--- src/hpfs_pkg.sv ---
// Shared constants and types of the histogram peak feature scan.
`default_nettype none

package hpfs_pkg;

    localparam int MAX_BINS    = 65536;
    localparam int CNT_W       = 24;
    localparam int SUM_W       = 28;
    localparam int IDX_W       = 17;
    localparam int RF_W        = 5;
    localparam int FILL_W      = 4;
    localparam int RF_MAX      = 16;
    localparam int RF_RESET    = 4;
    localparam int QUEUE_DEPTH = 4;
    localparam int QPTR_W      = $clog2(QUEUE_DEPTH);
    localparam int QCNT_W      = $clog2(QUEUE_DEPTH + 1);
    localparam int POS_W       = IDX_W + RF_W + 1;
    localparam int PROD_W      = IDX_W + RF_W;

    // One classified input word: a completed rebinned bin and/or the end mark.
    typedef struct packed {
        logic             done;
        logic [SUM_W-1:0] sum;
        logic [IDX_W-1:0] idx;
        logic             last;
    } bin_evt_t;

endpackage

`default_nettype wire

--- src/histogram_peak_feature_scan.sv ---
// Top level of the histogram peak feature scan.
//
//  Channel  Direction  Payload
//  s_       in         tdata = bin_count[23:0], tlast = last_bin
//  m_       out        tdata = pedestal, dip, peak, half_max (17 bits each), tuser = status
//  cfg_     in         data = rebin_factor[4:0]
//
// One bin word is taken per cycle while the queue has room; the front end sums one rebin
// group step a cycle. The end mark, leaving the queue, loads the result register.
// A four-word queue lets the front end keep taking bins while a result is stalled.
// Reset clears all scan state and sets the rebin factor to 4.
`default_nettype none

module histogram_peak_feature_scan (
    input  wire logic        aclk,
    input  wire logic        aresetn,
    input  wire logic        s_tvalid,
    output logic             s_tready,
    input  wire logic [23:0] s_tdata,   // bin_count[23:0]
    input  wire logic        s_tlast,
    output logic             m_tvalid,
    input  wire logic        m_tready,
    output logic [71:0]      m_tdata,   // pedestal_bin, dip_bin, peak_bin, half_max_bin, zeros
    output logic             m_tuser,   // status
    input  wire logic        cfg_valid,
    output logic             cfg_ready,
    input  wire logic [4:0]  cfg_data
);
    import hpfs_pkg::*;

    logic [RF_W-1:0]  rebin_reg;
    logic [RF_W-1:0]  rebin_eff;
    logic             q_push, q_pop, q_can_push, q_valid;
    bin_evt_t         push_evt, head_evt;
    logic [IDX_W-1:0] ped, dip, peak, half;

    assign cfg_ready = 1'b1;

    // Rebin factor register.
    always_ff @(posedge aclk) begin
        if (!aresetn) begin
            rebin_reg <= RF_W'(RF_RESET);
        end else if (cfg_valid && cfg_ready) begin
            rebin_reg <= cfg_data;
        end
    end

    // Zero acts as one, values above the maximum act as the maximum.
    always_comb begin
        if (rebin_reg == '0) begin
            rebin_eff = RF_W'(1);
        end else if (rebin_reg > RF_W'(RF_MAX)) begin
            rebin_eff = RF_W'(RF_MAX);
        end else begin
            rebin_eff = rebin_reg;
        end
    end

    hpfs_front u_front (
        .aclk     (aclk),
        .aresetn  (aresetn),
        .rebin    (rebin_eff),
        .in_valid (s_tvalid),
        .in_count (s_tdata),
        .in_last  (s_tlast),
        .q_ready  (q_can_push),
        .in_ready (s_tready),
        .q_push   (q_push),
        .q_evt    (push_evt)
    );

    hpfs_queue u_queue (
        .aclk      (aclk),
        .aresetn   (aresetn),
        .push      (q_push),
        .push_evt  (push_evt),
        .pop       (q_pop),
        .can_push  (q_can_push),
        .not_empty (q_valid),
        .head_evt  (head_evt)
    );

    hpfs_back u_back (
        .aclk         (aclk),
        .aresetn      (aresetn),
        .rebin        (rebin_eff),
        .q_valid      (q_valid),
        .q_evt        (head_evt),
        .q_pop        (q_pop),
        .out_ready    (m_tready),
        .out_valid    (m_tvalid),
        .out_status   (m_tuser),
        .out_pedestal (ped),
        .out_dip      (dip),
        .out_peak     (peak),
        .out_half     (half)
    );

    assign m_tdata = {4'b0000, half, peak, dip, ped};

endmodule

`default_nettype wire

--- src/hpfs_front.sv ---
// Front end: accepts bin words, sums rebin groups and classifies each word.
`default_nettype none

module hpfs_front (
    input  wire logic                        aclk,
    input  wire logic                        aresetn,
    input  wire logic [hpfs_pkg::RF_W-1:0]   rebin,
    input  wire logic                        in_valid,
    input  wire logic [hpfs_pkg::CNT_W-1:0]  in_count,
    input  wire logic                        in_last,
    input  wire logic                        q_ready,
    output logic                             in_ready,
    output logic                             q_push,
    output hpfs_pkg::bin_evt_t               q_evt
);
    import hpfs_pkg::*;

    logic [SUM_W-1:0]  group_sum_reg, group_sum_next;
    logic [FILL_W-1:0] group_fill_reg, group_fill_next;
    logic [IDX_W-1:0]  rebinned_index_reg, rebinned_index_next;
    logic [PROD_W-1:0] base_pos;
    logic [POS_W-1:0]  pos;
    logic [SUM_W-1:0]  sum_add;
    logic              in_range;
    logic              group_done;
    logic              accept;

    assign in_ready = q_ready;
    assign accept   = in_valid && in_ready;

    // Position of this bin in the original histogram.
    assign base_pos = PROD_W'(rebinned_index_reg) * PROD_W'(rebin);
    assign pos      = {1'b0, base_pos} + POS_W'(group_fill_reg);
    assign in_range = pos < POS_W'(MAX_BINS);
    assign sum_add  = group_sum_reg + SUM_W'(in_count);
    assign group_done = in_range && (({1'b0, group_fill_reg} + RF_W'(1)) >= rebin);

    // Next accumulator state and the word handed to the back end.
    always_comb begin
        group_sum_next      = group_sum_reg;
        group_fill_next     = group_fill_reg;
        rebinned_index_next = rebinned_index_reg;
        if (in_range) begin
            if (group_done) begin
                group_sum_next      = '0;
                group_fill_next     = '0;
                rebinned_index_next = rebinned_index_reg + IDX_W'(1);
            end else begin
                group_sum_next  = sum_add;
                group_fill_next = group_fill_reg + FILL_W'(1);
            end
        end
        q_evt.done = group_done;
        q_evt.sum  = sum_add;
        q_evt.idx  = rebinned_index_next;
        q_evt.last = in_last;
        q_push     = accept && (group_done || in_last);
    end

    // Accumulator registers; the end mark restarts the histogram.
    always_ff @(posedge aclk) begin
        if (!aresetn) begin
            group_sum_reg      <= '0;
            group_fill_reg     <= '0;
            rebinned_index_reg <= '0;
        end else if (accept) begin
            if (in_last) begin
                group_sum_reg      <= '0;
                group_fill_reg     <= '0;
                rebinned_index_reg <= '0;
            end else begin
                group_sum_reg      <= group_sum_next;
                group_fill_reg     <= group_fill_next;
                rebinned_index_reg <= rebinned_index_next;
            end
        end
    end

endmodule

`default_nettype wire

--- src/hpfs_queue.sv ---
// Short register queue between the front end and the scan back end.
`default_nettype none

module hpfs_queue (
    input  wire logic               aclk,
    input  wire logic               aresetn,
    input  wire logic               push,
    input  wire hpfs_pkg::bin_evt_t push_evt,
    input  wire logic               pop,
    output logic                    can_push,
    output logic                    not_empty,
    output hpfs_pkg::bin_evt_t      head_evt
);
    import hpfs_pkg::*;

    bin_evt_t           mem_reg [QUEUE_DEPTH];
    logic [QPTR_W-1:0]  wr_ptr_reg;
    logic [QPTR_W-1:0]  rd_ptr_reg;
    logic [QCNT_W-1:0]  count_reg;
    logic               do_push;
    logic               do_pop;

    assign can_push  = count_reg != QCNT_W'(QUEUE_DEPTH);
    assign not_empty = count_reg != '0;
    assign do_push   = push && can_push;
    assign do_pop    = pop && not_empty;
    assign head_evt  = mem_reg[rd_ptr_reg];

    // Storage words carry no reset.
    always_ff @(posedge aclk) begin
        if (do_push) begin
            mem_reg[wr_ptr_reg] <= push_evt;
        end
    end

    // Pointers and fill level.
    always_ff @(posedge aclk) begin
        if (!aresetn) begin
            wr_ptr_reg <= '0;
            rd_ptr_reg <= '0;
            count_reg  <= '0;
        end else begin
            if (do_push) begin
                wr_ptr_reg <= wr_ptr_reg + QPTR_W'(1);
            end
            if (do_pop) begin
                rd_ptr_reg <= rd_ptr_reg + QPTR_W'(1);
            end
            if (do_push && !do_pop) begin
                count_reg <= count_reg + QCNT_W'(1);
            end else if (do_pop && !do_push) begin
                count_reg <= count_reg - QCNT_W'(1);
            end
        end
    end

endmodule

`default_nettype wire

--- src/hpfs_back.sv ---
// Back end: forward feature scan over rebinned bins and the result register.
`default_nettype none

module hpfs_back (
    input  wire logic                        aclk,
    input  wire logic                        aresetn,
    input  wire logic [hpfs_pkg::RF_W-1:0]   rebin,
    input  wire logic                        q_valid,
    input  wire hpfs_pkg::bin_evt_t          q_evt,
    output logic                             q_pop,
    input  wire logic                        out_ready,
    output logic                             out_valid,
    output logic                             out_status,
    output logic [hpfs_pkg::IDX_W-1:0]       out_pedestal,
    output logic [hpfs_pkg::IDX_W-1:0]       out_dip,
    output logic [hpfs_pkg::IDX_W-1:0]       out_peak,
    output logic [hpfs_pkg::IDX_W-1:0]       out_half
);
    import hpfs_pkg::*;

    typedef enum logic [2:0] {
        SEEK_PED,
        SEEK_FALL,
        SEEK_DIP,
        SEEK_PEAK,
        SEEK_HALF,
        SCAN_DONE
    } phase_t;

    phase_t            phase_reg, phase_next;
    logic [SUM_W-1:0]  prev_reg, prev_next;
    logic [SUM_W-1:0]  ref_reg, ref_next;
    logic [IDX_W-1:0]  ped_reg, ped_next;
    logic [IDX_W-1:0]  dip_reg, dip_next;
    logic [IDX_W-1:0]  peak_reg, peak_next;
    logic [IDX_W-1:0]  half_reg, half_next;
    logic              out_valid_reg;
    logic              out_status_reg;
    logic [IDX_W-1:0]  out_ped_reg, out_dip_reg, out_peak_reg, out_half_reg;
    logic [IDX_W-1:0]  half_sel;
    logic [PROD_W-1:0] ped_prod, dip_prod, peak_prod, half_prod;
    logic              found;
    logic              out_free;

    assign out_free = !out_valid_reg || out_ready;
    assign q_pop    = q_valid && (!q_evt.last || out_free);

    // Scan step for one completed rebinned bin.
    always_comb begin
        phase_next = phase_reg;
        prev_next  = prev_reg;
        ref_next   = ref_reg;
        ped_next   = ped_reg;
        dip_next   = dip_reg;
        peak_next  = peak_reg;
        half_next  = half_reg;
        if (q_evt.done) begin
            unique case (phase_reg)
                SEEK_PED: begin
                    if (q_evt.sum != '0) begin
                        ped_next   = q_evt.idx;
                        phase_next = SEEK_FALL;
                    end
                end
                SEEK_FALL: begin
                    if (q_evt.sum < prev_reg) begin
                        phase_next = SEEK_DIP;
                    end
                end
                SEEK_DIP: begin
                    if (q_evt.sum > prev_reg) begin
                        dip_next   = q_evt.idx;
                        phase_next = SEEK_PEAK;
                    end
                end
                SEEK_PEAK: begin
                    if (q_evt.sum < prev_reg) begin
                        peak_next  = q_evt.idx;
                        ref_next   = q_evt.sum;
                        phase_next = SEEK_HALF;
                    end
                end
                SEEK_HALF: begin
                    if ({q_evt.sum, 1'b0} < {1'b0, ref_reg}) begin
                        half_next  = q_evt.idx;
                        phase_next = SCAN_DONE;
                    end
                end
                SCAN_DONE: begin
                end
                default: begin
                end
            endcase
            prev_next = q_evt.sum;
        end
    end

    // Report fields in original-bin units.
    assign found     = (phase_next == SEEK_HALF) || (phase_next == SCAN_DONE);
    assign half_sel  = (phase_next == SCAN_DONE) ? half_next : q_evt.idx;
    assign ped_prod  = PROD_W'(ped_next) * PROD_W'(rebin);
    assign dip_prod  = PROD_W'(dip_next) * PROD_W'(rebin);
    assign peak_prod = PROD_W'(peak_next) * PROD_W'(rebin);
    assign half_prod = PROD_W'(half_sel) * PROD_W'(rebin);

    // Scan state and the result register; the end mark loads the result.
    always_ff @(posedge aclk) begin
        if (!aresetn) begin
            phase_reg      <= SEEK_PED;
            prev_reg       <= '0;
            ref_reg        <= '0;
            ped_reg        <= '0;
            dip_reg        <= '0;
            peak_reg       <= '0;
            half_reg       <= '0;
            out_valid_reg  <= 1'b0;
            out_status_reg <= 1'b0;
            out_ped_reg    <= '0;
            out_dip_reg    <= '0;
            out_peak_reg   <= '0;
            out_half_reg   <= '0;
        end else begin
            if (out_valid_reg && out_ready) begin
                out_valid_reg <= 1'b0;
            end
            if (q_pop) begin
                if (q_evt.last) begin
                    phase_reg      <= SEEK_PED;
                    prev_reg       <= '0;
                    ref_reg        <= '0;
                    ped_reg        <= '0;
                    dip_reg        <= '0;
                    peak_reg       <= '0;
                    half_reg       <= '0;
                    out_valid_reg  <= 1'b1;
                    out_status_reg <= !found;
                    out_ped_reg    <= found ? ped_prod[IDX_W-1:0]  : '0;
                    out_dip_reg    <= found ? dip_prod[IDX_W-1:0]  : '0;
                    out_peak_reg   <= found ? peak_prod[IDX_W-1:0] : '0;
                    out_half_reg   <= found ? half_prod[IDX_W-1:0] : '0;
                end else begin
                    phase_reg <= phase_next;
                    prev_reg  <= prev_next;
                    ref_reg   <= ref_next;
                    ped_reg   <= ped_next;
                    dip_reg   <= dip_next;
                    peak_reg  <= peak_next;
                    half_reg  <= half_next;
                end
            end
        end
    end

    assign out_valid    = out_valid_reg;
    assign out_status   = out_status_reg;
    assign out_pedestal = out_ped_reg;
    assign out_dip      = out_dip_reg;
    assign out_peak     = out_peak_reg;
    assign out_half     = out_half_reg;

endmodule

`default_nettype wire

--- config.mk ---
export PLATFORM = sky130hd
export DESIGN_NAME = histogram_peak_feature_scan
export DESIGN_NICKNAME = d
export VERILOG_FILES = /design/src/hpfs_pkg.sv /design/src/histogram_peak_feature_scan.sv /design/src/hpfs_front.sv /design/src/hpfs_queue.sv /design/src/hpfs_back.sv
export SDC_FILE = /design/constraint.sdc
export NUM_CORES = 2
export LEC_CHECK = 0
export ABC_AREA = 1
export ABC_CLOCK_PERIOD_IN_PS = 9200
export BUFFER_PORTS_ARGS = -buffer_cell sky130_fd_sc_hd__buf_2
export CORE_ASPECT_RATIO = 1.5
export CORE_MARGIN = 2
export CORE_UTILIZATION = 60
export DETAILED_ROUTE_END_ITERATION = 10
export PLACE_DENSITY = 0.88
export RECOVER_POWER = 25
export SETUP_SLACK_MARGIN = 0.2
export SLEW_MARGIN = 20
export SYNTH_ARGS = -nofsm -noshare
export SYNTH_HDL_FRONTEND = slang
export SYNTH_SLANG_ARGS = --single-unit
--- constraint.sdc ---
create_clock -name aclk -period 9.2 [get_ports aclk]
set_input_delay 2.76 -clock aclk [delete_from_list [all_inputs] [get_ports aclk]]
set_output_delay 2.76 -clock aclk [all_outputs]
set_load 0.01 [all_outputs]
==> flow_summary_export.csv <==
group,metric,value,unit
run_status,status,"finished, violations left",
run_status,violations,"max-capacitance violations, max-slew violations",
worst_hold_path,min-delay-start,"u_back.half_reg[4]$_SDFFE_PN0P_",
placement,dp_hpwl,54760,um
logic_synthesis,seq_area_frac_synth,34.35,%
logic_synthesis,ys_warn_count,0,
global_routing,grtUsageTotal,29.53,%
cts,cts_tree,"built",
setup_path,critPathMaxStageDelay,2590,ps
power_and_ir_drop,switching_power,4461,uW
drt,postRouteAntennaNets,0,
sta,worst_slew_pin_slew,3680,ps
placement,port_buffers,105,
sta,layout_min_cycle_time,8262,ps
setup_path,endpoint_kind,"register",
cts,cts.sinks,448,
drt,routed_wirelength,80690,um
final_layout,drive_gt1_share,5.489,%
final_layout,n_antenna_cell,0,
cts,insertion_delay,580,ps
power_and_ir_drop,combPwrFrac,54.9,%
global_routing,antenna_found_initial,0,
power_and_ir_drop,power_density,277.9,nW/um^2
setup_path,cp.required,9530,ps
global_routing,grt_use_met1,33.44,%
drt,drtIter0Drc,2422,
drt,vias_per_cell,5.765,
cts,cts_hold_buf,0,
logic_synthesis,ys.flop_type,"dfxtp_1",
final_layout,postLayoutCellArea,33780,um^2
floorplan,dieArea,54530,um^2
global_routing,first_global_vias,27670,
floorplan,die_x,191.3,um
floorplan,io_pins,111,
worst_hold_path,holdPathEnd,"u_back.half_reg[4]$_SDFFE_PN0P_",
drt,route.vias.total,27560,
setup_path,r2r_slack,940,ps
sta,hold_violations,0,
setup_path,cp.arrival,8590,ps
sta,clock.fmax,121.0,MHz
power_and_ir_drop,p_int,4930,uW
floorplan,initial_utilization,60.37,%
logic_synthesis,ys_types,55,
global_routing,grt_start_max_net_pins,129,
drt,drt_first_pass_iters,7,
drt,drc,0,
final_layout,final-instance-count-excl-fill,4781,
job,drv_cap,2,
global_routing,top_usage_layer,"met2",
worst_hold_path,min_path_cells,2,
global_routing,grt_util_met3,5.145,%
logic_synthesis,synth_area_leaders,"edfxtp_1 (18%), dfxtp_1 (16%), nand2_1 (14%), fa_1 (13%), ha_1 (8.3%)",
placement,placed_cell_area,32500,um^2
setup_path,reg2reg_to,"u_back.out_peak[0]$_SDFFE_PN0P_",
power_and_ir_drop,leakage,0.01523,uW
setup_path,cp_slowest_cell,"clkbuf_1",
sta,rsz0062_at_grt,"no",
cts,cts_made_buffers,42,
setup_path,reg2reg_depth,17,
logic_synthesis,yosys.area.top_type,"edfxtp_1",
cts,cts_resized,0,
logic_synthesis,ys_seq_elements,448,
floorplan,fp-row-count,103,
sta,finClkSkew,24.51,ps
power_and_ir_drop,p_seq_share,25.9,%
sta,setup_tns,0,ps
power_and_ir_drop,p_clk_share,19.2,%
final_layout,final_core_util,64.57,%
setup_path,crit_type,"reg -> reg",
sta,finalMaxSlewViolations,204,
sta,period_share,89.80,%
logic_synthesis,synth_area,31590,um^2
logic_synthesis,synth_top_area_share,17.87,%
placement,routabilityCongestion,0.8943,
cts,cts_buffer_depth,3,
power_and_ir_drop,ir_drop,0.2232,mV
sta,setup_viol,0,
final_layout,areaGrowthSynthToFinish,6.964,%
global_routing,gr-total-overflow,0,
power_and_ir_drop,switching_share,47.50,%
setup_path,critical_path.max_fanout,74,
logic_synthesis,ys_async_sr_fraction,0,%
cts,cts_root_buffer,"clkbuf_16",
floorplan,die_y,285.0,um
placement,dp.cells,4705,
global_routing,grt_util_met2,52.77,%
logic_synthesis,synth_cells,4060,
drt,wl_per_cell,16.88,um
sta,slew_headroom,-145.3,%
cts,clk_pin_slew,70,ps
logic_synthesis,synth_edf_count,188,
worst_hold_path,hold_class,"reg -> reg",
cts,htree_levels,2,
global_routing,grt_pass1_wl,130600,um
logic_synthesis,avgSynthCellArea,7.780,um^2
final_layout,final_common_cell,"nand2_1",
cts,post_cts_buffers,0,
floorplan,core-area,52320,um^2
final_layout,mostFrequentLayoutCells,"nand2_1 (1188), inv_1 (516), a21oi_1 (383)",
final_layout,fin_nets,4514,
setup_path,cp_cell_sequence,"inv_2 -> buf_4 -> nand2_1 -> nand3_1 -> nand2_1 -> inv_1 -> a21oi_1 -> clkinv_1 -> clkbuf_1 -> nor2_1 -> clkbuf_1 -> inv_2 -> nor2_4 -> inv_2 -> nor2_1 -> nand2_1 -> a21oi_1",
setup_path,startpoint_type,"register",
final_layout,largest_register_ffs,188,
-- critical path: cells and delay by family, from the launching register on --
family,cells,cell delay (ps)
flip-flops,1,320
AND/OR/NAND/NOR,7,1060
AO/OA/AOI/OAI,2,690
buffers and inverters,8,5880
-- worst max path at each step --
stage                                        to  slack [ps]  cells after the start
2_1_floorplan   u_queue.mem_reg[0][0]$_DFFE_PP_        1850                     27
3_3_place_gp   u_back.out_half[16]$_SDFFE_PN0P_        1450                     43
3_5_place_dp   u_back.out_half[16]$_SDFFE_PN0P_        1180                     44
4_1_cts        u_back.out_half[16]$_SDFFE_PN0P_        1110                     44
5_1_grt        u_back.out_half[16]$_SDFFE_PN0P_         160                     41
6_report        u_back.out_peak[0]$_SDFFE_PN0P_         940                     17
-- cells by family (layout without fill, tap and decap cells) --
logic type / after synthesis / after routing / share of synthesized area (%)
compound gates: 597 / 597 / 10.26
xor+xnor: 71 / 71 / 1.993
fa+ha+maj: 412 / 412 / 21.12
buf+inv: 710 / 746 / 8.854
flops: 448 / 448 / 34.35
other cells: 2 / 5 / 0.02378
simple gates: 1820 / 1820 / 23.40
-- synthesized netlist by cell type, types with 5 or more instances --
master	count
nand3_1	167
inv_2	16
buf_1	9
inv_1	516
ha_1	210
nor4_1	7
nor2_1	328
xor2_1	50
o21ai_0	113
nand3b_1	6
nand4_1	27
nand2_2	5
edfxtp_1	188
buf_6	9
fa_1	202
a32o_1	12
o211ai_1	8
o22ai_1	6
dfxtp_1	260
a21o_1	9
o21ai_1	37
xnor2_1	20
clkbuf_1	120
or2_2	52
nand2_1	1190
a21oi_1	383
buf_4	7
nor3_1	21
buf_2	30
-- metrics by stage --
stage | hold slack, ps | total power, uW | setup slack [ps]
floorplan | 435.4 | 6190 | 1848
global placement | 448.0 | 7224 | 1452
detailed placement | 451.9 | 7458 | 1179
CTS | 461.3 | 9316 | 1112
global route | 478.5 | 10130 | 161.6
finish | 460.2 | 9390 | 938.2
-- per-layer routing --
metal  vias up  routed length [um]  part of all wire (%)
met5         -                   0                     0
met4         0                4099                   5.1
met3       327                7064                   8.8
met2      1343               40770                    51
met1     12960               28760                    36
li1      12930                   -                     -
-- area by class of cell --
cell class                      instances  area, um^2
Sequential cell                       448       10850
Timing Repair Buffer                  135       648.1
Multi-Input combinational cell       2905       18020
Inverter                              535        2013
Tap cell                              682       853.3
Fill cell                            4164       18540
Clock inverter                         19       234.0
Clock buffer                           57        1167
-- power groups by stage --
stage / clock network [uW] / registers (uW) / logic [uW]
finish: 1800 / 2430 / 5160
global route: 1890 / 2450 / 5800
floorplan: 0 / 2440 / 3750
global placement: 0 / 2460 / 4770
CTS: 1810 / 2430 / 5080
detailed placement: 0 / 2470 / 4990
Note: power is estimated with default switching activity, not from simulation.
